$ cat config.mk
export PLATFORM = sky130hd
export DESIGN_NAME = base3_mask_base57_digit_filter_core_flat
export DESIGN_NICKNAME = d
export VERILOG_FILES = /design/src/sv/b3m_pkg.sv /design/src/sv/b3m_ifs.sv /design/src/sv/b3m_sum.sv /design/src/sv/b3m_norm.sv /design/src/sv/base3_mask_base57_digit_filter_core.sv /design/src/flat_wrapper.sv
export SDC_FILE = /design/constraint.sdc
export NUM_CORES = 2
export LEC_CHECK = 0
export BUFFER_PORTS_ARGS = -buffer_cell sky130_fd_sc_hd__buf_2
export CORE_MARGIN = 8
export CORE_UTILIZATION = 50
export DETAILED_ROUTE_END_ITERATION = 16
export PLACE_DENSITY = 0.65
export SYNTH_ARGS = -nofsm -noshare
export SYNTH_HDL_FRONTEND = slang
export SYNTH_HIERARCHICAL = 1
export SYNTH_SLANG_ARGS = --single-unit
export TNS_END_PERCENT = 50
$ cat constraint.sdc
create_clock -name clk -period 17.15 [get_ports clk]
set_clock_uncertainty 0.15 [all_clocks]
set_input_delay 0 -clock clk [delete_from_list [all_inputs] [get_ports clk]]
set_output_delay 0 -clock clk [all_outputs]
set_load 0.005 [all_outputs]
$ cat src/sv/b3m_pkg.sv
`default_nettype none

package b3m_pkg;

  // Field widths
  localparam int MASK_W     = 24;
  localparam int VALUE_W    = 38;
  localparam int DIGITS_DEF = 24;

  // Largest value a full mask can produce: (3^24 - 1) / 2
  localparam logic [VALUE_W-1:0] VALUE_MAX = 38'd141214768240;

  // Radix-125 limbs hold three base-5 digits, radix-49 limbs two base-7 digits
  localparam int BASE5   = 5;
  localparam int BASE7   = 7;
  localparam int LIM5    = 2;
  localparam int LIM7    = 3;
  localparam int RAD5    = BASE5 * BASE5 * BASE5;
  localparam int RAD7    = BASE7 * BASE7;
  localparam int LIMB5_W = $clog2(RAD5);
  localparam int LIMB7_W = $clog2(RAD7);
  localparam int NLIMB   = 7;

  // Term grouping for the first adder stage
  localparam int GRP_SZ = 6;
  localparam int GRP_N  = (MASK_W + GRP_SZ - 1) / GRP_SZ;
  localparam int GRP_W  = $clog2((RAD5 - 1) * GRP_SZ + 1);

  // Column sums and the carry between limbs
  localparam int QMAX    = MASK_W;
  localparam int CARRY_W = $clog2(QMAX + 1);
  localparam int SUM_W   = $clog2((QMAX + 1) * RAD5);

  typedef logic [MASK_W-1:0][VALUE_W-1:0]             pow3_tab_t;
  typedef logic [MASK_W-1:0][NLIMB-1:0][LIMB5_W-1:0]  limb5_tab_t;
  typedef logic [MASK_W-1:0][NLIMB-1:0][LIMB7_W-1:0]  limb7_tab_t;
  typedef logic [RAD5-1:0]                            ok5_tab_t;
  typedef logic [RAD7-1:0]                            ok7_tab_t;
  typedef logic [QMAX:0][SUM_W-1:0]                   mul_tab_t;

  // One pipeline slot after the adder tree
  typedef struct packed {
    logic                          vld;
    logic                          drop;
    logic                          ok;
    logic [VALUE_W-1:0]            n;
    logic [NLIMB-1:0][SUM_W-1:0]   s5;
    logic [NLIMB-1:0][SUM_W-1:0]   s7;
    logic [CARRY_W-1:0]            c5;
    logic [CARRY_W-1:0]            c7;
  } stage_t;

  // Powers of three in binary
  function automatic pow3_tab_t build_pow3();
    pow3_tab_t          t;
    logic [VALUE_W-1:0] p;
    p = VALUE_W'(1);
    for (int i = 0; i < MASK_W; i++) begin
      t[i] = p;
      p    = p * VALUE_W'(3);
    end
    return t;
  endfunction

  // Powers of three split into radix-125 limbs
  function automatic limb5_tab_t build_limb5();
    limb5_tab_t t;
    longint     p;
    longint     q;
    p = 1;
    for (int i = 0; i < MASK_W; i++) begin
      for (int j = 0; j < NLIMB; j++) begin
        q = p;
        for (int k = 0; k < j; k++) q = q / RAD5;
        t[i][j] = LIMB5_W'(q % RAD5);
      end
      p = p * 3;
    end
    return t;
  endfunction

  // Powers of three split into radix-49 limbs
  function automatic limb7_tab_t build_limb7();
    limb7_tab_t t;
    longint     p;
    longint     q;
    p = 1;
    for (int i = 0; i < MASK_W; i++) begin
      for (int j = 0; j < NLIMB; j++) begin
        q = p;
        for (int k = 0; k < j; k++) q = q / RAD7;
        t[i][j] = LIMB7_W'(q % RAD7);
      end
      p = p * 3;
    end
    return t;
  endfunction

  // Limb passes when each of its three base-5 digits is at most 2
  function automatic ok5_tab_t build_ok5();
    ok5_tab_t t;
    for (int d2 = 0; d2 < BASE5; d2++) begin
      for (int d1 = 0; d1 < BASE5; d1++) begin
        for (int d0 = 0; d0 < BASE5; d0++) begin
          t[(d2 * BASE5 + d1) * BASE5 + d0] = (d2 <= LIM5) && (d1 <= LIM5) && (d0 <= LIM5);
        end
      end
    end
    return t;
  endfunction

  // Limb passes when each of its two base-7 digits is at most 3
  function automatic ok7_tab_t build_ok7();
    ok7_tab_t t;
    for (int d1 = 0; d1 < BASE7; d1++) begin
      for (int d0 = 0; d0 < BASE7; d0++) begin
        t[d1 * BASE7 + d0] = (d1 <= LIM7) && (d0 <= LIM7);
      end
    end
    return t;
  endfunction

  // Multiples of the limb radix, used as quotient thresholds
  function automatic mul_tab_t build_mul5();
    mul_tab_t t;
    for (int q = 0; q <= QMAX; q++) t[q] = SUM_W'(q * RAD5);
    return t;
  endfunction

  function automatic mul_tab_t build_mul7();
    mul_tab_t t;
    for (int q = 0; q <= QMAX; q++) t[q] = SUM_W'(q * RAD7);
    return t;
  endfunction

  localparam pow3_tab_t  POW3  = build_pow3();
  localparam limb5_tab_t LIMB5 = build_limb5();
  localparam limb7_tab_t LIMB7 = build_limb7();
  localparam ok5_tab_t   OK5   = build_ok5();
  localparam ok7_tab_t   OK7   = build_ok7();
  localparam mul_tab_t   MUL5  = build_mul5();
  localparam mul_tab_t   MUL7  = build_mul7();

endpackage

`default_nettype wire

$ cat src/sv/b3m_ifs.sv
`default_nettype none

// Candidate mask channel
interface b3m_cand_if;
  logic                         valid;
  logic                         ready;
  logic [b3m_pkg::MASK_W-1:0]   mask;

  modport source (output valid, output mask, input ready);
  modport sink   (input valid, input mask, output ready);
endinterface

// Accepted value channel
interface b3m_found_if;
  logic                         valid;
  logic                         ready;
  logic [b3m_pkg::VALUE_W-1:0]  value;

  modport source (output valid, output value, input ready);
  modport sink   (input valid, input value, output ready);
endinterface

`default_nettype wire

$ cat src/sv/b3m_sum.sv
`default_nettype none

// Two-stage adder tree: binary value plus radix-125 and radix-49 column sums
module b3m_sum #(
  parameter int DIGITS = b3m_pkg::DIGITS_DEF
) (
  input  logic                        clk,
  input  logic                        rst,
  input  logic                        en,
  input  logic                        in_vld,
  input  logic [b3m_pkg::MASK_W-1:0]  mask,
  output b3m_pkg::stage_t             st
);

  logic                                                            grp_vld;
  logic                                                            grp_drop;
  logic                                                            grp_drop_next;
  logic [b3m_pkg::GRP_N-1:0][b3m_pkg::VALUE_W-1:0]                 grp_n;
  logic [b3m_pkg::GRP_N-1:0][b3m_pkg::VALUE_W-1:0]                 grp_n_next;
  logic [b3m_pkg::GRP_N-1:0][b3m_pkg::NLIMB-1:0][b3m_pkg::GRP_W-1:0] grp_s5;
  logic [b3m_pkg::GRP_N-1:0][b3m_pkg::NLIMB-1:0][b3m_pkg::GRP_W-1:0] grp_s5_next;
  logic [b3m_pkg::GRP_N-1:0][b3m_pkg::NLIMB-1:0][b3m_pkg::GRP_W-1:0] grp_s7;
  logic [b3m_pkg::GRP_N-1:0][b3m_pkg::NLIMB-1:0][b3m_pkg::GRP_W-1:0] grp_s7_next;
  b3m_pkg::stage_t                                                 st_next;

  // Sum the set terms of each group; flag bits beyond the searched digits
  always_comb begin
    grp_n_next    = '0;
    grp_s5_next   = '0;
    grp_s7_next   = '0;
    grp_drop_next = 1'b0;
    for (int g = 0; g < b3m_pkg::GRP_N; g++) begin
      for (int t = 0; t < b3m_pkg::GRP_SZ; t++) begin
        if (g * b3m_pkg::GRP_SZ + t < b3m_pkg::MASK_W) begin
          if (mask[g * b3m_pkg::GRP_SZ + t]) begin
            if (g * b3m_pkg::GRP_SZ + t < DIGITS) begin
              grp_n_next[g] = grp_n_next[g] + b3m_pkg::POW3[g * b3m_pkg::GRP_SZ + t];
              for (int j = 0; j < b3m_pkg::NLIMB; j++) begin
                grp_s5_next[g][j] = grp_s5_next[g][j]
                  + b3m_pkg::GRP_W'(b3m_pkg::LIMB5[g * b3m_pkg::GRP_SZ + t][j]);
                grp_s7_next[g][j] = grp_s7_next[g][j]
                  + b3m_pkg::GRP_W'(b3m_pkg::LIMB7[g * b3m_pkg::GRP_SZ + t][j]);
              end
            end else begin
              grp_drop_next = 1'b1;
            end
          end
        end
      end
    end
  end

  // Hold group sums
  always_ff @(posedge clk) begin
    if (rst) begin
      grp_vld <= 1'b0;
    end else if (en) begin
      grp_vld <= in_vld;
    end
    if (en) begin
      grp_drop <= grp_drop_next;
      grp_n    <= grp_n_next;
      grp_s5   <= grp_s5_next;
      grp_s7   <= grp_s7_next;
    end
  end

  // Merge the groups into one value and one column sum per limb
  always_comb begin
    st_next      = '0;
    st_next.vld  = grp_vld;
    st_next.drop = grp_drop;
    st_next.ok   = 1'b1;
    for (int g = 0; g < b3m_pkg::GRP_N; g++) begin
      st_next.n = st_next.n + grp_n[g];
      for (int j = 0; j < b3m_pkg::NLIMB; j++) begin
        st_next.s5[j] = st_next.s5[j] + b3m_pkg::SUM_W'(grp_s5[g][j]);
        st_next.s7[j] = st_next.s7[j] + b3m_pkg::SUM_W'(grp_s7[g][j]);
      end
    end
  end

  // Hold merged sums
  always_ff @(posedge clk) begin
    if (rst) begin
      st.vld <= 1'b0;
    end else if (en) begin
      st <= st_next;
    end
  end

endmodule

`default_nettype wire

$ cat src/sv/b3m_norm.sv
`default_nettype none

// One carry step: resolve limb K in both radices and check its digits
module b3m_norm #(
  parameter int K = 0
) (
  input  logic             clk,
  input  logic             rst,
  input  logic             en,
  input  b3m_pkg::stage_t  di,
  output b3m_pkg::stage_t  dq
);

  logic [b3m_pkg::SUM_W-1:0]   x5;
  logic [b3m_pkg::SUM_W-1:0]   x7;
  logic [b3m_pkg::SUM_W-1:0]   r5;
  logic [b3m_pkg::SUM_W-1:0]   r7;
  logic [b3m_pkg::QMAX:1]      thr5;
  logic [b3m_pkg::QMAX:1]      thr7;
  logic [b3m_pkg::CARRY_W-1:0] q5;
  logic [b3m_pkg::CARRY_W-1:0] q7;
  logic                        ok5;
  logic                        ok7;
  b3m_pkg::stage_t             dq_next;

  // Add incoming carry, split into digit and carry out by threshold compare
  always_comb begin
    x5 = di.s5[K] + b3m_pkg::SUM_W'(di.c5);
    x7 = di.s7[K] + b3m_pkg::SUM_W'(di.c7);
    for (int k = 1; k <= b3m_pkg::QMAX; k++) begin
      thr5[k] = (x5 >= b3m_pkg::MUL5[k]);
      thr7[k] = (x7 >= b3m_pkg::MUL7[k]);
    end
    q5  = b3m_pkg::CARRY_W'($countones(thr5));
    q7  = b3m_pkg::CARRY_W'($countones(thr7));
    r5  = x5 - b3m_pkg::MUL5[q5];
    r7  = x7 - b3m_pkg::MUL7[q7];
    ok5 = b3m_pkg::OK5[r5[b3m_pkg::LIMB5_W-1:0]];
    ok7 = b3m_pkg::OK7[r7[b3m_pkg::LIMB7_W-1:0]];

    dq_next    = di;
    dq_next.c5 = q5;
    dq_next.c7 = q7;
    dq_next.ok = di.ok & ok5 & ok7;
  end

  // Advance the slot
  always_ff @(posedge clk) begin
    if (rst) begin
      dq.vld <= 1'b0;
    end else if (en) begin
      dq <= dq_next;
    end
  end

endmodule

`default_nettype wire

$ cat src/sv/base3_mask_base57_digit_filter_core.sv
`default_nettype none

// Channel  Dir  Payload              Meaning
// cand     in   mask   [23:0]        base-3 digit mask of a candidate
// found    out  value  [37:0]        candidate whose base-5 and base-7 digits pass
//
// One mask per cycle unless the output stalls. Stages: two adder stages, seven
// carry stages (one per limb, set by the radix-49 limb count), one output register.
// Masks that fail either check, or set a bit at or above DIGITS, leave nothing.
// rst clears all valid bits; cand.ready is low during reset.
// A stalled output freezes every stage at once; nothing is lost or repeated.
module base3_mask_base57_digit_filter_core #(
  parameter int DIGITS = b3m_pkg::DIGITS_DEF
) (
  input  logic          clk,
  input  logic          rst,
  b3m_cand_if.sink      cand,
  b3m_found_if.source   found
);

  logic                         adv;
  logic                         out_vld;
  logic [b3m_pkg::VALUE_W-1:0]  out_value;
  b3m_pkg::stage_t              chain [b3m_pkg::NLIMB+1];

  // Move the whole pipeline whenever the output slot is free or drained
  assign adv        = !out_vld || found.ready;
  assign cand.ready = adv && !rst;

  b3m_sum #(
    .DIGITS (DIGITS)
  ) u_sum (
    .clk    (clk),
    .rst    (rst),
    .en     (adv),
    .in_vld (cand.valid && !rst),
    .mask   (cand.mask),
    .st     (chain[0])
  );

  // Resolve carries limb by limb
  for (genvar k = 0; k < b3m_pkg::NLIMB; k++) begin : g_norm
    b3m_norm #(
      .K (k)
    ) u_norm (
      .clk (clk),
      .rst (rst),
      .en  (adv),
      .di  (chain[k]),
      .dq  (chain[k+1])
    );
  end

  // Output register: keep passing values, drop the rest
  always_ff @(posedge clk) begin
    if (rst) begin
      out_vld <= 1'b0;
    end else if (adv) begin
      out_vld <= chain[b3m_pkg::NLIMB].vld && chain[b3m_pkg::NLIMB].ok
                 && !chain[b3m_pkg::NLIMB].drop;
    end
    if (adv) begin
      out_value <= chain[b3m_pkg::NLIMB].n;
    end
  end

  assign found.valid = out_vld;
  assign found.value = out_value;

endmodule

`default_nettype wire

$ cat src/flat_wrapper.sv
// flat-port wrapper written by rule: the top's interface ports become plain ports
module base3_mask_base57_digit_filter_core_flat 
#(
  parameter int DIGITS = b3m_pkg::DIGITS_DEF
)
  (clk, rst, cand_valid, cand_mask, cand_ready, found_valid, found_value, found_ready);
  b3m_cand_if cand_i ();
  b3m_found_if found_i ();
  input  logic clk;
  input  logic rst;
  input wire logic [$bits(cand_i.valid)-1:0] cand_valid;
  input wire logic [$bits(cand_i.mask)-1:0] cand_mask;
  output wire logic [$bits(cand_i.ready)-1:0] cand_ready;
  output wire logic [$bits(found_i.valid)-1:0] found_valid;
  output wire logic [$bits(found_i.value)-1:0] found_value;
  input wire logic [$bits(found_i.ready)-1:0] found_ready;
  assign cand_i.valid = cand_valid;
  assign cand_i.mask = cand_mask;
  assign cand_ready = cand_i.ready;
  assign found_valid = found_i.valid;
  assign found_value = found_i.value;
  assign found_i.ready = found_ready;
  base3_mask_base57_digit_filter_core #(.DIGITS(DIGITS)) u_core (.clk(clk), .rst(rst), .cand(cand_i), .found(found_i));
endmodule
==> results.sh <==
export IMPL_drt_wl_total_mm=221
export IMPL_cp_slowest_cell="fa_1"
export IMPL_port_buffers=67
export IMPL_cts_buffers=146
export IMPL_final_max_slew_viol_count=0
export IMPL_die_h_um=453
export IMPL_final_cell_area_mm2=0.104
export IMPL_hp_class="primary input to flop"
export IMPL_critical_path_arrival_ns=11.12
export IMPL_yosys_warnings=6
export IMPL_cp_end_kind="flop"
export IMPL_path_class="flop to flop"
export IMPL_cts_max_level=4
export IMPL_mostFrequentLayoutCells="edfxtp_1, nand2_1, ha_1"
export IMPL_wl_per_cell_um=19.5
export IMPL_holdWs_ns=0.0567
export IMPL_fp_row_count=160
export IMPL_cts_sinks=1397
export IMPL_slowest_delay_ns=0.63
export IMPL_overflow=0
export IMPL_layout_drive_gt1_share_pct=7.64
export IMPL_grt_pass1_vias=64100
export IMPL_place_area_mm2=0.0982
export IMPL_whs_path_depth=2
export IMPL_clkSlewWorstSetupHoldPaths_ns=0.06
export IMPL_dp_final_hpwl_mm=167
export IMPL_nets=9772
export IMPL_cts_tree="yes"
export IMPL_post_cts_resized=0
export IMPL_setup_violations=0
export IMPL_startpoint_type="flop"
export IMPL_status="complete, no violations"
export IMPL_ff2ff_path_depth=36
export IMPL_final_common_cell="edfxtp_1"
export IMPL_core_area_mm2=0.190
export IMPL_die_x_um=453
export IMPL_grt_first_pass_wirelength_mm=349
export IMPL_clkLatencyLatePin_ns=0.83
export IMPL_layout_min_cycle_time_ns=10.65
export IMPL_syn_to_final_growth_pct=8.79
export IMPL_worst_pin_slew_ns=1.12
export IMPL_cap_violations=0
export IMPL_syn_area_mm2=0.0953
export IMPL_timing_final_crit_share_pct=62.1
export IMPL_hold_viol=0
export IMPL_root_buffer="clkbuf_16"
export IMPL_vias=64300
export IMPL_setup_tns_final_ns=0
export IMPL_required_ns=17.62
export IMPL_clockBufferDepth=3
export IMPL_drtIter0Drc=4476
export IMPL_antenna_found_initial=8
export IMPL_synth_cells=8598
export IMPL_gp_congestion=0.908
export IMPL_dieArea_mm2=0.205
export IMPL_start_util_pct=50.2
export IMPL_postRouteAntennaNets=0
export IMPL_slew_headroom_pct=25.5
export IMPL_grt_usage_pct=21.0
export IMPL_critPathMostFrequentCell="fa_1"
export IMPL_grt_max_degree=139
export IMPL_fmax_ghz=0.0939
export IMPL_pin_count=68
export IMPL_cp_max_fo=6
export IMPL_drc=0
export IMPL_vias_per_cell=5.67
export IMPL_rsz0062_at_grt="false"
export IMPL_syn_avg_cell_area_um2=11.1
export IMPL_drtPass1Iterations=6
critical path: cells and delay by family, from the launching register on:
| family | cells | cell delay (ns) |
|---|---|---|
| AND/OR/NAND/NOR | 5 | 1.16 |
| buffers and inverters | 6 | 0.50 |
| XOR/XNOR | 3 | 0.85 |
| flip-flops | 1 | 0.36 |
| multiplexers | 1 | 0.24 |
| AO/OA/AOI/OAI | 8 | 1.78 |
| adder cells (fa/ha/maj) | 13 | 5.36 |
sequential cells by signal (all words and copies together), names as in the netlist:
register and cells:
u_core/found.valid 1, u_core/g_norm.u_norm/dq 851, u_core/u_sum/grp_s7 132, u_core/u_sum/st 162, u_core/found.value 38, u_core/u_sum/grp_vld 1, u_core/u_sum/grp_s5 120, u_core/u_sum/grp_n 92
final timing paths:
kind / start / to / slack, ns
setup reg to reg: u_core/g_norm[4].u_norm/dq[5] / u_core/g_norm[5].u_norm/dq[216] / 6.50
hold / removal: cand_mask[4] / u_core/u_sum/grp_s7[10] / 0.06
hold reg to reg: u_core/g_norm[1].u_norm/dq[130] / u_core/g_norm[2].u_norm/dq[130] / 0.22
setup / recovery: u_core/g_norm[4].u_norm/dq[5] / u_core/g_norm[5].u_norm/dq[216] / 6.50
final cells by class:
type                            instances  area (µm²)
Clock buffer                          178        3800
Sequential cell                      1397       41900
Antenna cell                            4        10.0
Inverter                              673        2530
Multi-Input combinational cell       6310       49800
Tap cell                             2511        3140
Timing Repair Buffer                  167        1190
Fill cell                           16100       86100
Clock inverter                         92        1310
routing by layer:
layer,routed length (µm),track usage [%],up-vias
met4,7860,7.48,0
met5,0,0,-
met1,94800,26.9,31400
li1,-,-,31000
met2,110000,37.2,1464
met3,8620,2.24,374
metrics by stage:
step	setup WS, ns	utilization (%)	cells
floorplan	4.62	-	8663
global placement	6.40	51.8	11000
detailed placement	6.46	51.8	11000
CTS	6.43	54.6	11300
global route	5.78	54.6	11300
finish	6.50	54.6	11300
what timing repair did:
action / 4_1_cts / 5_1_grt
hold endpoints to repair: 245 / 0
setup buffers: 0 / 0
hold buffers: 33 / 0
Power is left out: the tool's default activity adds up to more than one toggle a clock period on the data nets, which glitch-free logic cannot reach.
